File: src/rtl/core/rf_code_packet_deframer_defines.svh
// ----------------------------------------------------------------------------
// Radio code packet deframer: assertion macros
// Concurrent assertion helpers shared by the deframer RTL. They compile to
// nothing when SYNTHESIS is defined.
// ----------------------------------------------------------------------------
`ifndef RF_CODE_PACKET_DEFRAMER_DEFINES_SVH
`define RF_CODE_PACKET_DEFRAMER_DEFINES_SVH

`ifndef SYNTHESIS

// Property must hold at every clock edge outside reset.
`define RFD_ASSERT(lbl, clk, rst_n, prop) \
    lbl: assert property (@(posedge clk) disable iff (!rst_n) prop) \
        else $error("deframer assertion failed");

// Condition must never be true at a clock edge outside reset.
`define RFD_ASSERT_NEVER(lbl, clk, rst_n, cond) \
    lbl: assert property (@(posedge clk) disable iff (!rst_n) !(cond)) \
        else $error("deframer forbidden condition seen");

`else

`define RFD_ASSERT(lbl, clk, rst_n, prop)
`define RFD_ASSERT_NEVER(lbl, clk, rst_n, cond)

`endif

`endif

File: src/rtl/core/rfd_pkg.sv
// ----------------------------------------------------------------------------
// Radio code packet deframer package
// Types, status codes, register indexes and reset constants of the deframer.
// ----------------------------------------------------------------------------
`default_nettype none

package rfd_pkg;

    localparam int unsigned MaxPayloadDefault = 16;

    localparam logic [15:0] DedupeWindowReset = 16'd200;
    localparam logic [7:0]  SyncValueReset    = 8'hAA;
    localparam logic [7:0]  CrcPoly           = 8'h07;

    // Register index, taken from paddr[2].
    localparam logic REG_DEDUPE_WINDOW = 1'b0;
    localparam logic REG_SYNC_VALUE    = 1'b1;

    typedef enum logic [1:0] {
        PH_SYNC,
        PH_HEADER,
        PH_PAYLOAD
    } t_phase;

    typedef enum logic [3:0] {
        STS_ZERO      = 4'd0,
        STS_DUPLICATE = 4'd1,
        STS_NO_SYNC   = 4'd2,
        STS_SYNC_OK   = 4'd3,
        STS_BAD_LEN   = 4'd4,
        STS_HEADER_OK = 4'd5,
        STS_EMPTY_OK  = 4'd6,
        STS_CRC_FAIL  = 4'd7,
        STS_PARTIAL   = 4'd8,
        STS_PACKET_OK = 4'd9
    } t_status;

    typedef enum logic [2:0] {
        ST_IDLE,
        ST_DECIDE,
        ST_CRC,
        ST_FINISH,
        ST_RESULT,
        ST_EMIT_RD,
        ST_EMIT_WR
    } t_state;

endpackage

`default_nettype wire

File: src/rtl/core/rf_code_packet_deframer.sv
// ----------------------------------------------------------------------------
// Radio code packet deframer
// Filters repeated radio codes, reassembles sync/header/payload packets from
// three bytes per code, checks a bit-serial CRC-8 and emits payload bytes.
// ----------------------------------------------------------------------------
// Usage:
//   Input beats (i_code, i_timestamp) are taken on i_in_valid && o_in_ready.
//   One input beat is worked on at a time; o_in_ready is high only while the
//   block is idle. Each beat gives one result beat, except a packet that ends
//   with a good CRC and a nonzero length, which gives one beat per payload
//   byte, with o_last on the final one.
//   Zero, duplicate, sync and bad length codes go from the decide state
//   straight to the result register. A header code runs the CRC over three
//   bytes (sequence, type, length), one bit per cycle. A payload code runs
//   the CRC over each gathered byte, up to three per code. A good packet
//   then emits its bytes one at a time, each through a payload RAM read
//   state and an output load state.
//   The result register decouples the sides: a waiting result does not keep
//   the next input beat out, but a new result waits while the receiver
//   stalls, and so does the input side behind it.
//   Reset is synchronous and active low; it returns the deframer to waiting
//   for sync and restores the register defaults (window 200 ms, sync 0xAA).
// ----------------------------------------------------------------------------
`default_nettype none
`include "rf_code_packet_deframer_defines.svh"

module rf_code_packet_deframer
    import rfd_pkg::*;
#(
    parameter int unsigned MAX_PAYLOAD_BYTES = MaxPayloadDefault
) (
    input  wire logic        i_clk,
    input  wire logic        i_rst_n,

    input  wire logic        psel,
    input  wire logic        penable,
    input  wire logic        pwrite,
    input  wire logic [2:0]  paddr,
    input  wire logic [31:0] pwdata,
    output logic      [31:0] prdata,
    output logic             pready,

    input  wire logic        i_in_valid,
    output logic             o_in_ready,
    input  wire logic [31:0] i_code,
    input  wire logic [31:0] i_timestamp,

    output logic             o_out_valid,
    input  wire logic        i_out_ready,
    output logic [3:0]       o_status,
    output logic [7:0]       o_sequence_res,
    output logic [7:0]       o_packet_type,
    output logic [4:0]       o_length,
    output logic [7:0]       o_computed_crc,
    output logic [7:0]       o_received_crc,
    output logic [4:0]       o_progress,
    output logic [7:0]       o_data_byte,
    output logic             o_data_valid,
    output logic             o_last
);

    localparam int unsigned LW = $clog2(MAX_PAYLOAD_BYTES + 1);
    localparam int unsigned AW = (MAX_PAYLOAD_BYTES > 1) ? $clog2(MAX_PAYLOAD_BYTES) : 1;
    localparam logic [7:0]  MaxLen8 = 8'(MAX_PAYLOAD_BYTES);

    // Control and deframer state
    t_state        r_state,       n_state;
    t_phase        r_phase,       n_phase;
    logic [31:0]   r_prev_code,   n_prev_code;
    logic [31:0]   r_prev_time,   n_prev_time;
    logic [7:0]    r_seq,         n_seq;
    logic [7:0]    r_type,        n_type;
    logic [LW-1:0] r_len,         n_len;
    logic [7:0]    r_crc_exp,     n_crc_exp;
    logic [LW-1:0] r_count,       n_count;
    logic [7:0]    r_crc,         n_crc;
    logic [15:0]   r_window,      n_window;
    logic [7:0]    r_sync,        n_sync;
    logic          r_out_valid,   n_out_valid;

    // Working registers
    logic [31:0]   r_code,        n_code;
    logic [31:0]   r_ts,          n_ts;
    logic [23:0]   r_sh,          n_sh;
    logic [4:0]    r_bits,        n_bits;
    logic          r_hdr_mode,    n_hdr_mode;
    t_status       r_pend_status, n_pend_status;
    logic [7:0]    r_pend_crc,    n_pend_crc;
    logic [LW-1:0] r_idx,         n_idx;

    // Result register
    t_status       r_o_status,    n_o_status;
    logic [7:0]    r_o_seq,       n_o_seq;
    logic [7:0]    r_o_type,      n_o_type;
    logic [4:0]    r_o_len,       n_o_len;
    logic [7:0]    r_o_ccrc,      n_o_ccrc;
    logic [7:0]    r_o_rcrc,      n_o_rcrc;
    logic [4:0]    r_o_prog,      n_o_prog;
    logic [7:0]    r_o_data,      n_o_data;
    logic          r_o_dv,        n_o_dv;
    logic          r_o_last,      n_o_last;

    // Payload RAM
    logic [7:0]    r_store [MAX_PAYLOAD_BYTES];
    logic [7:0]    r_rd;
    logic          w_we;
    logic          w_re;

    logic          w_cfg_wr;
    logic          w_out_free;
    logic          w_dup;
    logic [31:0]   w_age;
    logic [7:0]    w_b0;
    logic [7:0]    w_b1;
    logic [7:0]    w_b2;
    logic [7:0]    w_rem8;
    logic [1:0]    w_nb;
    logic          w_fb;
    logic [LW-1:0] w_idx_next;
    logic          w_emit_last;

    assign pready      = 1'b1;
    assign w_cfg_wr    = psel && penable && pwrite;
    assign prdata      = (paddr[2] == REG_SYNC_VALUE) ? {24'd0, r_sync} : {16'd0, r_window};

    assign o_in_ready  = (r_state == ST_IDLE);
    assign w_out_free  = !r_out_valid || i_out_ready;

    assign w_b0        = r_code[23:16];
    assign w_b1        = r_code[15:8];
    assign w_b2        = r_code[7:0];
    assign w_age       = r_ts - r_prev_time;
    assign w_dup       = (r_code == r_prev_code) && (w_age < {16'd0, r_window});

    // Bytes a payload code contributes: the first always, then up to the length.
    assign w_rem8      = 8'(r_len - r_count);
    assign w_nb        = (w_rem8 >= 8'd3) ? 2'd3 : w_rem8[1:0];

    assign w_fb        = r_crc[7] ^ r_sh[23];
    assign w_idx_next  = r_idx + 1'b1;
    assign w_emit_last = (w_idx_next == r_len);

    assign w_re        = (r_state == ST_EMIT_RD);

    always_comb begin
        n_state       = r_state;
        n_phase       = r_phase;
        n_prev_code   = r_prev_code;
        n_prev_time   = r_prev_time;
        n_seq         = r_seq;
        n_type        = r_type;
        n_len         = r_len;
        n_crc_exp     = r_crc_exp;
        n_count       = r_count;
        n_crc         = r_crc;
        n_window      = r_window;
        n_sync        = r_sync;
        n_code        = r_code;
        n_ts          = r_ts;
        n_sh          = r_sh;
        n_bits        = r_bits;
        n_hdr_mode    = r_hdr_mode;
        n_pend_status = r_pend_status;
        n_pend_crc    = r_pend_crc;
        n_idx         = r_idx;
        n_o_status    = r_o_status;
        n_o_seq       = r_o_seq;
        n_o_type      = r_o_type;
        n_o_len       = r_o_len;
        n_o_ccrc      = r_o_ccrc;
        n_o_rcrc      = r_o_rcrc;
        n_o_prog      = r_o_prog;
        n_o_data      = r_o_data;
        n_o_dv        = r_o_dv;
        n_o_last      = r_o_last;
        n_out_valid   = r_out_valid && !i_out_ready;
        w_we          = 1'b0;

        if (w_cfg_wr) begin
            if (paddr[2] == REG_SYNC_VALUE) begin
                n_sync = pwdata[7:0];
            end else begin
                n_window = pwdata[15:0];
            end
        end

        case (r_state)
            ST_IDLE: begin
                if (i_in_valid) begin
                    n_code  = i_code;
                    n_ts    = i_timestamp;
                    n_state = ST_DECIDE;
                end
            end

            ST_DECIDE: begin
                n_pend_crc = 8'd0;
                n_state    = ST_RESULT;
                if (r_code == 32'd0) begin
                    n_pend_status = STS_ZERO;
                end else if (w_dup) begin
                    n_prev_time   = r_ts;
                    n_pend_status = STS_DUPLICATE;
                end else begin
                    n_prev_code = r_code;
                    n_prev_time = r_ts;
                    case (r_phase)
                        PH_HEADER: begin
                            n_phase = PH_SYNC;
                            if (w_b0 > MaxLen8) begin
                                n_pend_status = STS_BAD_LEN;
                            end else begin
                                n_len      = w_b0[LW-1:0];
                                n_crc_exp  = w_b1;
                                n_count    = '0;
                                n_crc      = 8'd0;
                                n_sh       = {r_seq, r_type, w_b0};
                                n_bits     = 5'd24;
                                n_hdr_mode = 1'b1;
                                n_state    = ST_CRC;
                            end
                        end
                        PH_PAYLOAD: begin
                            n_sh       = {w_b0, w_b1, w_b2};
                            n_bits     = {w_nb, 3'b000};
                            n_hdr_mode = 1'b0;
                            n_state    = ST_CRC;
                        end
                        default: begin
                            n_phase = PH_SYNC;
                            if (w_b0 == r_sync) begin
                                n_seq         = w_b1;
                                n_type        = w_b2;
                                n_phase       = PH_HEADER;
                                n_pend_status = STS_SYNC_OK;
                            end else begin
                                n_pend_status = STS_NO_SYNC;
                            end
                        end
                    endcase
                end
            end

            ST_CRC: begin
                // MSB-first CRC-8, one message bit per cycle.
                n_crc  = {r_crc[6:0], 1'b0} ^ (w_fb ? CrcPoly : 8'd0);
                n_sh   = {r_sh[22:0], 1'b0};
                n_bits = r_bits - 5'd1;
                // Payload bytes are stored as they start through the CRC.
                if (!r_hdr_mode && (r_bits[2:0] == 3'd0)) begin
                    w_we    = 1'b1;
                    n_count = r_count + 1'b1;
                end
                if (r_bits == 5'd1) begin
                    n_state = ST_FINISH;
                end
            end

            ST_FINISH: begin
                n_pend_crc = 8'd0;
                n_state    = ST_RESULT;
                if (r_hdr_mode) begin
                    if (r_len == '0) begin
                        n_pend_status = (r_crc == r_crc_exp) ? STS_EMPTY_OK : STS_CRC_FAIL;
                        n_pend_crc    = r_crc;
                    end else begin
                        n_phase       = PH_PAYLOAD;
                        n_pend_status = STS_HEADER_OK;
                    end
                end else if (r_count < r_len) begin
                    n_pend_status = STS_PARTIAL;
                end else begin
                    n_phase = PH_SYNC;
                    if (r_crc != r_crc_exp) begin
                        n_pend_status = STS_CRC_FAIL;
                        n_pend_crc    = r_crc;
                    end else begin
                        n_idx   = '0;
                        n_state = ST_EMIT_RD;
                    end
                end
            end

            ST_RESULT: begin
                if (w_out_free) begin
                    n_out_valid = 1'b1;
                    n_o_status  = r_pend_status;
                    n_o_seq     = r_seq;
                    n_o_type    = r_type;
                    n_o_len     = 5'(r_len);
                    n_o_ccrc    = r_pend_crc;
                    n_o_rcrc    = r_crc_exp;
                    n_o_prog    = 5'(r_count);
                    n_o_data    = 8'd0;
                    n_o_dv      = 1'b0;
                    n_o_last    = 1'b1;
                    n_state     = ST_IDLE;
                end
            end

            ST_EMIT_RD: begin
                n_state = ST_EMIT_WR;
            end

            ST_EMIT_WR: begin
                if (w_out_free) begin
                    n_out_valid = 1'b1;
                    n_o_status  = STS_PACKET_OK;
                    n_o_seq     = r_seq;
                    n_o_type    = r_type;
                    n_o_len     = 5'(r_len);
                    n_o_ccrc    = r_crc;
                    n_o_rcrc    = r_crc_exp;
                    n_o_prog    = 5'(r_idx);
                    n_o_data    = r_rd;
                    n_o_dv      = 1'b1;
                    n_o_last    = w_emit_last;
                    n_idx       = w_idx_next;
                    n_state     = w_emit_last ? ST_IDLE : ST_EMIT_RD;
                end
            end

            default: begin
                n_state = ST_IDLE;
            end
        endcase
    end

    always_ff @(posedge i_clk) begin
        if (!i_rst_n) begin
            r_state     <= ST_IDLE;
            r_phase     <= PH_SYNC;
            r_prev_code <= 32'd0;
            r_prev_time <= 32'd0;
            r_seq       <= 8'd0;
            r_type      <= 8'd0;
            r_len       <= '0;
            r_crc_exp   <= 8'd0;
            r_count     <= '0;
            r_crc       <= 8'd0;
            r_window    <= DedupeWindowReset;
            r_sync      <= SyncValueReset;
            r_out_valid <= 1'b0;
        end else begin
            r_state     <= n_state;
            r_phase     <= n_phase;
            r_prev_code <= n_prev_code;
            r_prev_time <= n_prev_time;
            r_seq       <= n_seq;
            r_type      <= n_type;
            r_len       <= n_len;
            r_crc_exp   <= n_crc_exp;
            r_count     <= n_count;
            r_crc       <= n_crc;
            r_window    <= n_window;
            r_sync      <= n_sync;
            r_out_valid <= n_out_valid;
        end
    end

    always_ff @(posedge i_clk) begin
        r_code        <= n_code;
        r_ts          <= n_ts;
        r_sh          <= n_sh;
        r_bits        <= n_bits;
        r_hdr_mode    <= n_hdr_mode;
        r_pend_status <= n_pend_status;
        r_pend_crc    <= n_pend_crc;
        r_idx         <= n_idx;
        r_o_status    <= n_o_status;
        r_o_seq       <= n_o_seq;
        r_o_type      <= n_o_type;
        r_o_len       <= n_o_len;
        r_o_ccrc      <= n_o_ccrc;
        r_o_rcrc      <= n_o_rcrc;
        r_o_prog      <= n_o_prog;
        r_o_data      <= n_o_data;
        r_o_dv        <= n_o_dv;
        r_o_last      <= n_o_last;
    end

    always_ff @(posedge i_clk) begin
        if (w_we) begin
            r_store[r_count[AW-1:0]] <= r_sh[23:16];
        end
        if (w_re) begin
            r_rd <= r_store[r_idx[AW-1:0]];
        end
    end

    assign o_out_valid    = r_out_valid;
    assign o_status       = r_o_status;
    assign o_sequence_res = r_o_seq;
    assign o_packet_type  = r_o_type;
    assign o_length       = r_o_len;
    assign o_computed_crc = r_o_ccrc;
    assign o_received_crc = r_o_rcrc;
    assign o_progress     = r_o_prog;
    assign o_data_byte    = r_o_data;
    assign o_data_valid   = r_o_dv;
    assign o_last         = r_o_last;

    // A beat taken at the input drops o_in_ready in the following cycle.
    `RFD_ASSERT(a_busy_after_accept, i_clk, i_rst_n, (i_in_valid && o_in_ready) |=> !o_in_ready)
    // Between codes of a packet the gathered count stays below the length.
    `RFD_ASSERT(a_count_below_len, i_clk, i_rst_n, (r_phase == PH_PAYLOAD && r_state == ST_IDLE) |-> (r_count < r_len))
    // Emission never runs past the declared payload length.
    `RFD_ASSERT_NEVER(a_emit_in_range, i_clk, i_rst_n, (r_state == ST_EMIT_WR) && (r_idx >= r_len))

endmodule

`default_nettype wire
File: config.mk
export PLATFORM = sky130hd
export DESIGN_NAME = rf_code_packet_deframer
export DESIGN_NICKNAME = d
export VERILOG_FILES = /design/src/rtl/core/rfd_pkg.sv /design/src/rtl/core/rf_code_packet_deframer.sv
export VERILOG_INCLUDE_DIRS = /design/src /design/src/rtl/core
export SDC_FILE = /design/constraint.sdc
export NUM_CORES = 1
export LEC_CHECK = 0
export ABC_AREA = 1
export ABC_CLOCK_PERIOD_IN_PS = 7010
export BUFFER_PORTS_ARGS = -buffer_cell sky130_fd_sc_hd__buf_4
export CAP_MARGIN = 30
export CORE_MARGIN = 5
export CORE_UTILIZATION = 60
export CTS_CLUSTER_SIZE = 16
export DETAILED_ROUTE_END_ITERATION = 8
export PLACE_DENSITY = 0.81
export SYNTH_ARGS = -nofsm -noshare
export SYNTH_HDL_FRONTEND = slang
export SYNTH_SLANG_ARGS = --single-unit
File: constraint.sdc
create_clock -name i_clk -period 7.01 [get_ports i_clk]
set_clock_uncertainty 0.1 [all_clocks]
set_input_delay 0.3505 -clock i_clk [delete_from_list [all_inputs] [get_ports i_clk]]
set_output_delay 0.3505 -clock i_clk [all_outputs]
set_load 0.005 [all_outputs]
======== Word-level counts from Yosys, hierarchy flattened ========
Memory sizes are Yosys's and may differ from the RTL's. A register that Yosys moved wholly into a read port is not among the register bits.
Cells that the tools add are included.
word-level totals
  bits in writable memories ............... 128
  register bits after elaboration ......... 303
  memories ................................ 1
  output and inout bits ................... 91
  bits of input ports ..................... 106
cells by class
  multiplexer cells ....................... 91
  eq/ne operators ......................... 35
  reduce and logical (&&, ||, !) cells .... 37
  add/sub/neg operators ................... 5
  magnitude comparators ................... 4
  bitwise operators ....................... 7
memories
  name     words  width  read ports  clocked after memory_dff  wr ports  RTL line                        source
  r_store  16     8      1           1                         1         rf_code_packet_deframer.sv:104  logic [7:0] r_store [MAX_PAYLOAD_BYTES];
operators by type and width
  kind                                                            number
  8-bit 2-to-1 mux                                                12
  24-bit case mux with 2 select lines                             2
  24-bit 2-to-1 mux                                               3
  5-bit 2-to-1 mux                                                14
  8-bit case mux with 2 select lines                              4
  5-bit case mux with 2 select lines                              5
  32-bit == test                                                  1
  32-bit zero test                                                1
  32-bit by 16-bit less-than comparator with 1-bit output         1
  4-bit 2-to-1 mux                                                8
  32-bit subtractor                                               1
  5-bit AND reduction                                             6
  2-bit inequality test (second input constant)                   14
  3-bit 2-to-1 mux                                                9
  4-bit case mux with 2 select lines                              3
  3-bit case mux with 7 select lines                              1
  8-bit == test                                                   2
  1-bit 2-to-1 mux                                                16
  16-bit 2-to-1 mux                                               1
  2-bit 2-to-1 mux                                                7
  3-bit inequality test (second input constant)                   4
  6-bit AND reduction                                             2
  5-bit by 1-bit adder with 5-bit output (second input constant)  2
  2-bit AND reduction                                             5
  other kinds (30)                                                55

======== Depth between registers and ports, before layout ========
  word-level depth ........................ 7
  gate-level depth with buffers ........... 30

======== Worst setup path after synthesis ========
Ideal clock, no wire load.
  path kind ............................... reg-to-reg
  start point ............................. register r_state[2]
  end point ............................... register r_code[0] (enable)
  path buffers ............................ 0
  path slack .............................. 1.500 ns
  required time ........................... 6.345 ns
  stages on the path, launching flop included .. 4
  period minus slack after synthesis ...... 5.510 ns
  setup time .............................. 0.565 ns
  arrival ................................. 4.845 ns
  cell sequence ........................... dfxtp_1 inv_1 nand2_1 nor3_1
on the way
  longest elaborated chain between the ends .. 2
RTL lines
  what                           RTL line                        source
  start, declared                rf_code_packet_deframer.sv:67   t_state r_state, n_state;
  start signal, assigned         rf_code_packet_deframer.sv:345  r_state <= n_state;
  3-bit zero test                rf_code_packet_deframer.sv:187  case (r_state)
  2-bit AND reduction (no line)  -
  end signal, assigned           rf_code_packet_deframer.sv:362  r_code <= n_code;
  end, declared                  rf_code_packet_deframer.sv:82   logic [31:0] r_code, n_code;
Every way passes these cells.
A chain may end at the register's enable or synchronous reset.

======== Final worst setup path ========
  start point ............................. register r_ts[2]
  end point ............................... register r_pend_status[0] (enable)
on the way
  longest elaborated chain between the ends .. 5
  elaborated cells on any way between the ends .. 6
  classes of those cells .................. add/sub (1); order compare (1); eq/ne (2); reduce/logical (2)
RTL lines
  what                                                                      RTL line                        source
  start, declared                                                           rf_code_packet_deframer.sv:83   logic [31:0] r_ts, n_ts;
  start signal, assigned                                                    rf_code_packet_deframer.sv:363  r_ts <= n_ts;
  32-bit subtractor (*)                                                     rf_code_packet_deframer.sv:132  assign w_age = r_ts - r_prev_time;
  32-bit by 16-bit less-than comparator with 1-bit output (*)               rf_code_packet_deframer.sv:133  assign w_dup = (r_code == r_prev_code) && (w_age < {16'd0, r_window});
  1-bit logical AND (*)                                                     rf_code_packet_deframer.sv:133
  5-bit inequality test (no line) or 4-bit inequality test (tied branches)  -
  4-bit AND reduction (no line) (*)                                         -
  end signal, assigned                                                      rf_code_packet_deframer.sv:367  r_pend_status <= n_pend_status;
  end, declared                                                             rf_code_packet_deframer.sv:87   t_status r_pend_status, n_pend_status;
Every way passes the cells marked *; elsewhere a longest branch is shown, timed or not.

==> metrics.md <==
| Metric | Value |
|---|---|
| Status | finished, final reports clean |
| Most used flip-flop cell after synthesis | sky130_fd_sc_hd__edfxtp_1 |
| Detailed-route via count | approximately 16,000 |
| Drt drc | 0 |
| Count of flip-flops with a built-in enable after synthesis | 303 |
| Number of rows in the core area | slightly below 70 |
| Most repeated library cell on the critical path | sky130_fd_sc_hd__nand2_1 |
| Internal Power | approximately 4.8 mW |
| Leakage | approximately 10 nW |
| Mapped cell area | a little over 0.02 mm^2 |
| Seq/Total Area, Yosys | 0.571 |
| Tightest Pin Transition | about 0.99 ns |
| Worst Setup Path Type | flop to flop |
| WP buf/inv | 4 |
| Critical Path Slowest Stage Cell | sky130_fd_sc_hd__nand2_4 |
| Initial cell density of the core | 0.604 |
| Skew-Pair Late Insertion Delay | approximately 0.55 ns |
| Area of the die | about 0.038 mm^2 |
| Length of the first detailed-routing pass in iterations | 8 |
| Wire length of the first global-routing pass | around 81 mm |
| Worst hold path type | primary input to flop |
| Final instance count without filler cells | about 3,000 |
| Maximum root-to-sink buffer count | 3 |
| Clock-pin slew on the worst setup and hold paths | 0.07 ns |
| Count of placed standard cells including taps | 2,819 |
| Clock root cell | sky130_fd_sc_hd__clkbuf_16 |
| Setup_tns | 0 ns |
| Endpoint class of the critical path | flop |
| Final core utilization | 0.712 |
| Placed wire-length estimate after detailed placement | between 30 and 40 mm |
| CTS tree | yes |
| Total of buffers placed on input and output ports | between 150 and 200 |
| Height of the die | between 150 and 200 um |
| Average footprint of a synthesized cell | 9.12 um^2 |
| Nets@finish | about 2,700 |
| Final wirelength | between 50 and 60 mm |
| Core box area | approximately 0.034 mm^2 |
| Max-cap viol count | 0 |
| Comb power frac | 0.188 |
| CP Data Required Time | around 7 ns |
| Setup fix buffers added after clock tree synthesis | 0 |
| Flop-to-flop setup slack | about 2.2 ns |
| Arrival time at the worst endpoint | a little under 5 ns |
| Switch share | 0.283 |
| Top Ports | between 150 and 200 |
| CTS H-Tree Depth | 2 |
| Count of synthesis-stage warnings from yosys | 0 |
| Peak VDD IR | about 190 uV |
| Synth-to-layout area growth | 17.9% |
| Net switching power | 1.89 mW |
| Tmin final | approximately 4.8 ns |
| Critical Path Start Type | flop |
| Count of final setup violators | 0 |
| Detail-routed net length per standard cell | 17.0 um |
| Clock tree sinks | 439 |
| Async set-reset flop share out of synthesis | 0 |
| Gate family responsible for the most delay along the worst path | simple AND/OR/NAND/NOR gates |
| Final Hold Fails | 0 |
| Largest stage delay, worst path | ~0.42 ns |
| Clock buffers created by TritonCTS | 44 |
| Clock share of power | 0.344 |
| Post_cts resized | 0 |
| Vias per Instance | roughly 5.5 |
| Maximum clock frequency | roughly 210 MHz |
| Total Routing Usage GR | 0.262 |
| Number of unique standard cell types used by synthesis | 54 |
| Proportion of layout cells with a drive suffix above 1 | 0.115 |
| Via count of the first global-routing pass | between 15,000 and 20,000 |
| Final clock period utilization by the worst path | 0.682 |
| Max-slew headroom | 0.340 |
| Total power per unit cell area | between 200 and 300 mW/mm^2 |
| Final max-slew violation count | 0 |
| Instance count of the mapped netlist | around 2,300 |
| Initial antenna violation count | 1 |
| Placer congestion estimate | between 0.9 and 1 |
| Number of routed nets with antenna violations | 0 |
| Number of storage elements in the synthesis netlist | between 400 and 500 |
| Unrepaired setup endpoints after global routing | no |
| Sequential Power Share | 0.468 |
| Overflow after GRT | 0 |
| Width of the chip | about 200 um |
| Largest net degree at the start of global routing | 87 |
| Detailed router's first-iteration violation count | between 1,500 and 2,000 |
| Maximum fanout along the worst path | 54 |
-- logic make-up (layout without fill, tap and decap cells) --
| kind of cell | count (synthesis) | after routing | share of synthesized area |
|---|---|---|---|
| flip-flops | 439 | 439 | 0.571 |
| AND/OR/NAND/NOR | 938 | 938 | 0.189 |
| AO/OA/AOI/OAI | 405 | 405 | 0.108 |
| adder cells (fa/ha/maj) | 63 | 63 | 0.0388 |
| buffers and inverters | 378 | 615 | 0.0739 |
| XOR/XNOR | 45 | 45 | 0.0190 |
| other | 2 | 18 | 0.000363 |
-- placed cells by master, fill, tap and decap left out, types with 45 or more instances in the layout --
| cell | netlist | final |
|---|---|---|
| sky130_fd_sc_hd__buf_4 | 20 | 173 |
| sky130_fd_sc_hd__edfxtp_1 | 303 | 303 |
| sky130_fd_sc_hd__ha_1 | 61 | 61 |
| sky130_fd_sc_hd__a21oi_1 | 158 | 157 |
| sky130_fd_sc_hd__dlygate4sd3_1 | 0 | 79 |
| sky130_fd_sc_hd__dfxtp_1 | 136 | 136 |
| sky130_fd_sc_hd__nor2_1 | 244 | 242 |
| sky130_fd_sc_hd__o21ai_0 | 170 | 170 |
| sky130_fd_sc_hd__clkbuf_16 | 0 | 45 |
| sky130_fd_sc_hd__inv_1 | 275 | 274 |
| sky130_fd_sc_hd__nand2_1 | 514 | 513 |
| sky130_fd_sc_hd__nand3_1 | 90 | 90 |
-- final cells by class --
type / count / area [um^2]
Timing Repair Buffer: 254 / 2110
Tap cell: 455 / 569
Clock inverter: 20 / 189
Multi-Input combinational cell: 1468 / 7420
Antenna cell: 1 / 2.50
Fill cell: 2477 / 9890
Clock buffer: 59 / 1230
Inverter: 282 / 1060
Sequential cell: 439 / 11800
-- synth_stat cells, types with 4 or more instances --
| cell type | instances | share of area |
|---|---|---|
| sky130_fd_sc_hd__nand2_1 | 514 | 0.093 |
| sky130_fd_sc_hd__edfxtp_1 | 303 | 0.44 |
| sky130_fd_sc_hd__inv_1 | 275 | 0.050 |
| sky130_fd_sc_hd__nor2_1 | 244 | 0.044 |
| sky130_fd_sc_hd__o21ai_0 | 170 | 0.041 |
| sky130_fd_sc_hd__a21oi_1 | 158 | 0.038 |
| sky130_fd_sc_hd__dfxtp_1 | 136 | 0.13 |
| sky130_fd_sc_hd__nand3_1 | 90 | 0.022 |
| sky130_fd_sc_hd__ha_1 | 61 | 0.037 |
| sky130_fd_sc_hd__clkbuf_1 | 56 | 0.010 |
| sky130_fd_sc_hd__xor2_1 | 33 | 0.014 |
| sky130_fd_sc_hd__a31oi_1 | 25 | 0.0076 |
| sky130_fd_sc_hd__nand4_1 | 22 | 0.0067 |
| sky130_fd_sc_hd__nor3_1 | 21 | 0.0051 |
| sky130_fd_sc_hd__buf_4 | 20 | 0.0073 |
| sky130_fd_sc_hd__or2_2 | 13 | 0.0039 |
| sky130_fd_sc_hd__xnor2_1 | 12 | 0.0051 |
| sky130_fd_sc_hd__buf_2 | 10 | 0.0024 |
| sky130_fd_sc_hd__o22ai_1 | 10 | 0.0030 |
| sky130_fd_sc_hd__a221oi_1 | 9 | 0.0038 |
| sky130_fd_sc_hd__a21oi_2 | 7 | 0.0030 |
| sky130_fd_sc_hd__nand2_2 | 7 | 0.0021 |
| sky130_fd_sc_hd__nor4_1 | 7 | 0.0021 |
| sky130_fd_sc_hd__o221ai_1 | 7 | 0.0030 |
| sky130_fd_sc_hd__buf_1 | 6 | 0.0011 |
| sky130_fd_sc_hd__a211oi_2 | 4 | 0.0024 |
| sky130_fd_sc_hd__nor2_2 | 4 | 0.0012 |
-- path summary, 6_finish.rpt --
path | startpoint | to | cells past startpoint
worst max-delay path | r_ts[2]$_DFFE_PP_ | r_pend_status[0]$_DFFE_PP_ | 28
worst min-delay path | pwdata[12] | r_window[12]$_SDFFE_PN0P_ | 3
worst max register to register | r_ts[2]$_DFFE_PP_ | r_pend_status[0]$_DFFE_PP_ | 28
worst min register to register | r_prev_time[14]$_SDFFE_PN0P_ | r_prev_time[14]$_SDFFE_PN0P_ | 2
-- stage by stage --
step           area, um^2  total power [mW]  setup WS [ns]  hold slack [ns]
5_1_grt             24400              7.00           1.84            0.121
6_report            24400              6.68           2.23           0.0845
4_1_cts             24400              6.69           2.24          0.00789
2_1_floorplan       20800              4.01           1.50            0.330
3_5_place_dp        22200              4.38           2.26            0.347
3_3_place_gp        22200              4.33           2.30            0.346
-- worst reg2reg max path, delay by kind of cell, from the launching register on --
family                   cells  cell delay (ns)
XOR/XNOR                     1             0.25
adder cells (fa/ha/maj)      2             0.68
flip-flops                   1             0.39
AND/OR/NAND/NOR             20             2.29
buffers and inverters        4             0.54
AO/OA/AOI/OAI                1             0.22
-- flip-flops by register name (all words and copies together) (netlist names), 16 cells and up --
| signal | count |
|---|---|
| r_code | 32 |
| r_prev_code | 32 |
| r_prev_time | 32 |
| r_sh | 24 |
| r_store | 128 |
| r_ts | 32 |
| r_window | 16 |
-- power by group through the flow --
| stage | clock network, mW | logic [mW] | registers, mW |
|---|---|---|---|
| after floorplan | 0 | 0.883 | 3.12 |
| after global placement | 0 | 1.16 | 3.17 |
| after detailed placement | 0 | 1.20 | 3.18 |
| after CTS | 2.32 | 1.25 | 3.12 |
| after global routing | 2.43 | 1.42 | 3.14 |
| final | 2.30 | 1.25 | 3.13 |
-- repair_timing --
action / in CTS / in global routing
hold endpoints to repair: 83 / 0
endpoints found under the setup margin: 0 / 0
hold buffers: 79 / 0
-- layer usage --
layer / share of wire / GRT usage / vias to the layer above
li1: - / - / 7968
met1: 0.39 / 0.349 / 7612
met2: 0.48 / 0.444 / 780
met3: 0.085 / 0.0383 / 133
met4: 0.037 / 0.0882 / 0
met5: 0 / 0 / -
Power figures use the tool's default switching activity.
